$ cat src/set_assoc_cache_with_prefetch_core_macros.svh
`ifndef SET_ASSOC_CACHE_WITH_PREFETCH_CORE_MACROS_SVH
`define SET_ASSOC_CACHE_WITH_PREFETCH_CORE_MACROS_SVH

// Same-cycle implication, checked outside reset.
`define SCP_ASSERT_NOW(label, ante, cons) \
    label: assert property (@(posedge clk) disable iff (!rst_n) (ante) |-> (cons)) \
        else $error("assertion failed");

// Next-cycle implication, checked outside reset.
`define SCP_ASSERT_NEXT(label, ante, cons) \
    label: assert property (@(posedge clk) disable iff (!rst_n) (ante) |=> (cons)) \
        else $error("assertion failed");

`endif

$ cat src/scp_pkg.sv
package scp_pkg;

    localparam int ADDR_BITS = 48;
    localparam int DEF_MAX_SETS = 256;
    localparam int DEF_MAX_WAYS = 8;
    localparam int DEF_MAX_PREFETCH = 15;
    localparam int STAMP_W = 32;
    localparam int CNT_W = 32;
    localparam int QUEUE_DEPTH = 2;
    localparam logic [3:0] BLOCK_BITS_MAX = 4'd12;

    localparam int CFG_IDX_W = 3;
    localparam int CFG_DATA_W = 4;
    localparam logic [CFG_IDX_W-1:0] CFG_BLOCK_BITS = 3'd0;
    localparam logic [CFG_IDX_W-1:0] CFG_SET_BITS = 3'd1;
    localparam logic [CFG_IDX_W-1:0] CFG_WAYS_USED = 3'd2;
    localparam logic [CFG_IDX_W-1:0] CFG_LRU_MODE = 3'd3;
    localparam logic [CFG_IDX_W-1:0] CFG_PREFETCH_COUNT = 3'd4;

    typedef struct packed {
        logic [ADDR_BITS-1:0] address;
        logic                 is_write;
    } in_t;

    typedef struct packed {
        logic             hit;
        logic [4:0]       reads_issued;
        logic [CNT_W-1:0] total_hits;
        logic [CNT_W-1:0] total_misses;
        logic [CNT_W-1:0] total_reads;
        logic [CNT_W-1:0] total_writes;
    } out_t;

    typedef struct packed {
        logic [3:0] block_bits;
        logic [3:0] set_bits;
        logic [3:0] ways_used;
        logic       lru_mode;
        logic [3:0] prefetch_count;
    } cfg_t;

endpackage

$ cat src/scp_front.sv
module scp_front
    import scp_pkg::*;
(
    input  logic clk,
    input  logic rst_n,
    input  logic start,
    input  in_t  item,
    input  logic clearing,
    input  logic pop,
    output logic busy,
    output logic q_valid,
    output in_t  q_item
);

    localparam int QPW = (QUEUE_DEPTH > 1) ? $clog2(QUEUE_DEPTH) : 1;
    localparam int QCW = $clog2(QUEUE_DEPTH + 1);

    in_t            q_mem_reg [QUEUE_DEPTH];
    logic [QPW-1:0] wr_ptr_reg, wr_ptr_next;
    logic [QPW-1:0] rd_ptr_reg, rd_ptr_next;
    logic [QCW-1:0] count_reg, count_next;
    logic           push;

    assign busy    = (count_reg == QCW'(QUEUE_DEPTH)) || clearing;
    assign push    = start && !busy;
    assign q_valid = (count_reg != '0);
    assign q_item  = q_mem_reg[rd_ptr_reg];

    always_comb
    begin
        wr_ptr_next = wr_ptr_reg;
        rd_ptr_next = rd_ptr_reg;
        count_next  = count_reg;
        if (push)
        begin
            wr_ptr_next = (wr_ptr_reg == QPW'(QUEUE_DEPTH - 1)) ? '0 : wr_ptr_reg + 1'b1;
        end
        if (pop)
        begin
            rd_ptr_next = (rd_ptr_reg == QPW'(QUEUE_DEPTH - 1)) ? '0 : rd_ptr_reg + 1'b1;
        end
        if (push && !pop)
        begin
            count_next = count_reg + 1'b1;
        end
        else if (pop && !push)
        begin
            count_next = count_reg - 1'b1;
        end
    end

    always_ff @(posedge clk or negedge rst_n)
    begin
        if (!rst_n)
        begin
            wr_ptr_reg <= '0;
            rd_ptr_reg <= '0;
            count_reg  <= '0;
        end
        else
        begin
            wr_ptr_reg <= wr_ptr_next;
            rd_ptr_reg <= rd_ptr_next;
            count_reg  <= count_next;
        end
    end

    always_ff @(posedge clk)
    begin
        if (push)
        begin
            q_mem_reg[wr_ptr_reg] <= item;
        end
    end

endmodule

$ cat config.mk
export PLATFORM = sky130hd
export DESIGN_NAME = scp_front
export DESIGN_NICKNAME = d
export VERILOG_FILES = /design/src/set_assoc_cache_with_prefetch_core_macros.svh /design/src/scp_pkg.sv /design/src/scp_front.sv
export SDC_FILE = /design/constraint.sdc
export NUM_CORES = 1
export LEC_CHECK = 0
export ABC_AREA = 1
export BUFFER_PORTS_ARGS = -buffer_cell sky130_fd_sc_hd__buf_2
export CAP_MARGIN = 40
export CORE_MARGIN = 2
export CORE_UTILIZATION = 45
export CTS_CLUSTER_SIZE = 28
export DETAILED_ROUTE_END_ITERATION = 12
export GPL_TIMING_DRIVEN = 0
export PLACE_DENSITY = 0.7
export SLEW_MARGIN = 20
export SYNTH_ARGS = -nofsm -noshare
export SYNTH_HDL_FRONTEND = slang
export SYNTH_SLANG_ARGS = --single-unit
$ cat constraint.sdc
create_clock -name clk -period 3.71 [get_ports clk]
set_input_delay 0.742 -clock clk [delete_from_list [all_inputs] [get_ports clk]]
set_output_delay 0.742 -clock clk [all_outputs]
set_load 0.02 [all_outputs]
* Word-level counts from Yosys, hierarchy flattened *
Memory sizes are Yosys's and may differ from the RTL's.
Index checks and enable logic that the tools add are counted.

storage, ports and cells
  flip-flop bits (word level) = 4
  memory bits (writable) = 98
  memories kept = 1

memory list
  memory     depth  width  rd ports  clocked after Yosys merged registers in  write ports  line             source
  q_mem_reg  2      49     1         0                                        1            scp_front.sv:18  in_t q_mem_reg [QUEUE_DEPTH];

operators by class
  add/subtract/negate cells = 4
  equal/unequal tests = 1
  muxes and demuxes = 6
  reductions and logical operators = 9

operators by type and width
  operator                                          count
  two-way mux 1 bit                                 4
  two-way mux 2 bit                                 2
  nonzero test 2 bit                                2
  logical AND 1 bit                                 3
  zero test 1 bit                                   3
  adder 1 bit, second input constant                2
  adder 2 x 1 -> 2 bit, second input constant       1
  == test 2 bit, second input constant              1
  subtractor 2 x 1 -> 2 bit, second input constant  1
  logical OR 1 bit                                  1

* Logic depth before layout (Yosys ltp) *
  depth after elaboration = 8
  depth in mapped cells = 10
  gate-level depth less buffers = 10

* Worst setup path before layout *
OpenSTA, ideal clock, no wires.

  path type = input to register
  start point = in clearing
  end point = mem q_mem_reg[1][0] (netlist bit), enable pin
  data arrival time = 2991 ps
  required time = 3254 ps
  setup slack = 263 ps
  cell stages on the path = 3
  buffers on the path = 0
  path through = inv_1 nand3_1 nor2_1

on the way
  word-level cells in the longest chain between the ends = 5

ends and longest elaborated chain
  what                                     line             source
  start: declaration                       scp_front.sv:8   input logic clearing,
  logical OR 1 bit                         scp_front.sv:24  assign busy = (count_reg == QCW'(QUEUE_DEPTH)) || clearing;
  zero test 1 bit                          scp_front.sv:25  assign push = start && !busy;
  logical AND 1 bit                        scp_front.sv:25
  two-way mux 1 bit                        scp_front.sv:70  if (push)
  two-way mux 1 bit (not written as such)  scp_front.sv:72  q_mem_reg[wr_ptr_reg] <= item;
  end: declaration                         scp_front.sv:18

Every way passes these cells.

==> metrics.md <==
| Metric | Value |
|---|---|
| Area Growth Syn to Fin | 23.0% |
| Number of global-route vias before repair | 2064 |
| Via/cell ratio | 4.77 |
| DR vias | 1969 |
| Min cycle time layout | 2.25 ns |
| Total congestion overflow after global routing | 0 |
| Crit path max fanout | 10 |
| Diodes inserted | 0 |
| CTS tree | yes |
| H-tree levels | 3 |
| Initial Utilization | 0.463 |
| Clock Pin Slew Worst Setup and Hold Paths | 0.09 ns |
| Syn Nets | 238 |
| Post-CTS Resized | 0 |
| Sequential-to-total area share from yosys stat | 0.758 |
| Crit path DAT | 1.51 ns |
| Final RePlAce weighted congestion | 0.693 |
| Slowest-stage cell, CP | dfrtp_1 |
| Post-synth top area share | 0.733 |
| Internal | 2460 uW |
| Sw Share | 0.308 |
| Sequential Power Share | 0.415 |
| Die Wd | 98.4 um |
| Max Cap Viol | 0 |
| Top Ports | 105 |
| Placed cell count | 397 |
| Largest net degree at the start of global routing | 31 |
| Dpl hpwl | 4.39 mm |
| Capturing element type of the critical path | output port |
| Max FFs per register | 98 |
| WP buf/inv | 3 |
| Worst Max-Slew Pin Slew | 0.793 ns |
| Comb power frac | 0.372 |
| Clock skew | 0.0116 ns |
| GRT Util Overall | 0.135 |
| Max Slew Vio Count | 0 |
| Synth area leader | edfxtp_1 |
| Core Util, Final | 0.569 |
| Max Root-Sink Buffers | 2 |
| Rows | 34 |
| CTS Buf Count | 9 |
| Final instance area | 4940 um^2 |
| Placed Instance Area | 4720 um^2 |
| Setup_tns | 0 ns |
| Top cells by area, synth | edfxtp_1 73%, mux2_4 18%, buf_12 2.5%, dfrtp_1 2.5%, inv_1 0.84% |
| Fmax | 444 MHz |
| Synth warnings | 0 |
| Syn Area/Cell | 21.9 um^2 |
| LEAKAGE | 0.00202 uW |
| Core box area | 8680 um^2 |
| Die H | 98.4 um |
| HP Class | input port to asynchronous set/reset pin |
| Critical Path RT | 2.97 ns |
| DR iter-0 viols | 88 |
| Power per cell area | 720 nW/um^2 |
| Status | completed |
| Psw | 1090 uW |
| NumNets Final | 355 |
| Post-CTS Hold Fix Bufs | 0 |
| WS Path Type | register to output port |
| Crit path max-delay family | buffers and inverters |
| Synth Instances | 183 |
| Clk sinks | 102 |
| Clock network power share | 0.213 |
| Final setup viols | 0 |
| Tcrit/Tclk final | 0.608 |
| Die ar. | 9690 um^2 |
| Clock root buffer | clkbuf_8 |
| Antenna violations before repair | 0 |
| Final ANT Viol Nets | 0 |
| DR DRC count | 0 |
| CP cell instances | buf_6 -> buf_12 -> mux2_4 -> buf_2 |
| Worst skew pair latency | 0.35 ns |
| CP max stage delay | 0.35 ns |
| First-pass GRT wire length | 10.0 mm |
| Synthesized area | 4010 um^2 |
| Yosys reg bits | 102 |
| Number of library cell types mapped by synthesis | 13 |
| Slew margin rel. | 0.470 |
| Total Wirelength | 6.41 mm |
| Pre-antenna DRT Iters | 5 |
| RSZ-0062 raised after global routing | false |
| Commonest non-fill, non-tap cell in the layout | buf_2 |
| Critical Path Source Type | register |
| Non-Filler Instances | 413 |
| Most frequent cells in the layout | 104 x buf_2, 98 x edfxtp_1, 49 x mux2_4 |
| Number of setup buffers added after CTS | 0 |
| Final Hold Fails | 0 |
| Fillcell total | 712 |
| Drt wl/cell | 15.5 um |
| Worst VDD drop | 0.000300 V |
| PortBufs | 104 |
| Layout cells sized above 1 | 0.584 |
[per-layer routing]
metal	GRT usage	up-vias	wire length (um)
li1	-	929	-
met3	0.0340	8	440
met5	0	-	0
met2	0.235	71	3360
met4	0.0537	0	70
met1	0.162	961	2530
[stage by stage]
stage	hold slack [ns]	total power (uW)	setup slack (ns)
after CTS	0.160	3600	1.42
after global routing	0.157	3710	1.39
after floorplan	0.442	2510	0.263
after global placement	0.453	2810	-1.03
final	0.177	3550	1.46
after detailed placement	0.466	2840	1.33
[worst reg2reg max path, stage by stage (launching register included)]
cell	delay (ns)
dfrtp_1	0.40
inv_1	0.09
nand2_1	0.10
nand3_1	0.17
nor2_4	0.65
buf_12	0.28
[area by class of cell]
class                           instances  area [um^2]  area share
Clock buffer                           10          128      0.0258
Inverter                                9         33.8     0.00684
Multi-Input combinational cell         66          833       0.169
Clock inverter                          6         92.6      0.0188
Timing Repair Buffer                  106          561       0.114
Tap cell                              108          135      0.0274
Sequential cell                       102         3040       0.616
Buffer                                  6          111      0.0226
[power by group through the flow]
stage | clock network, uW | registers (uW) | logic, uW
after floorplan | 0 | 1500 | 1010
after global placement | 0 | 1510 | 1310
after detailed placement | 0 | 1500 | 1340
after CTS | 778 | 1480 | 1350
after global routing | 825 | 1490 | 1400
final | 757 | 1470 | 1320
[Yosys cell counts (all sizes together)]
library cell / count
buf: 6
dfrtp: 4
edfxtp: 98
ha: 1
inv: 9
mux2: 49
nand2: 9
nand3: 2
nand4: 2
nor2: 1
xnor2: 1
xor2: 1
[kinds of logic (layout without fill, tap and decap cells)]
family / after synthesis / after routing / share of synthesized area
xor gates and xnor gates: 2 / 2 / 0.00436
adders and majority gates: 1 / 1 / 0.00312
buffers and inverters: 15 / 137 / 0.0362
DFF: 102 / 102 / 0.758
muxes: 49 / 49 / 0.183
and+or+nand+nor: 14 / 14 / 0.0150
[final timing paths]
check	start	end	slack (ns)	cells after the start
setup reg to reg	count_reg[0]$_DFFE_PN0P_	q_mem_reg[1][8]$_DFFE_PP_	1.70	5
setup / recovery	rd_ptr_reg$_DFFE_PN0P_	q_item[7]	1.46	4
hold / removal	rst_n	wr_ptr_reg$_DFFE_PN0N_	0.18	1
min in group clk	wr_ptr_reg$_DFFE_PN0N_	wr_ptr_reg$_DFFE_PN0N_	0.48	2
max in group asynchronous	rst_n	count_reg[0]$_DFFE_PN0P_	3.41	1
hold reg to reg	wr_ptr_reg$_DFFE_PN0N_	wr_ptr_reg$_DFFE_PN0N_	0.48	2
(Power assumes the default switching activity.)
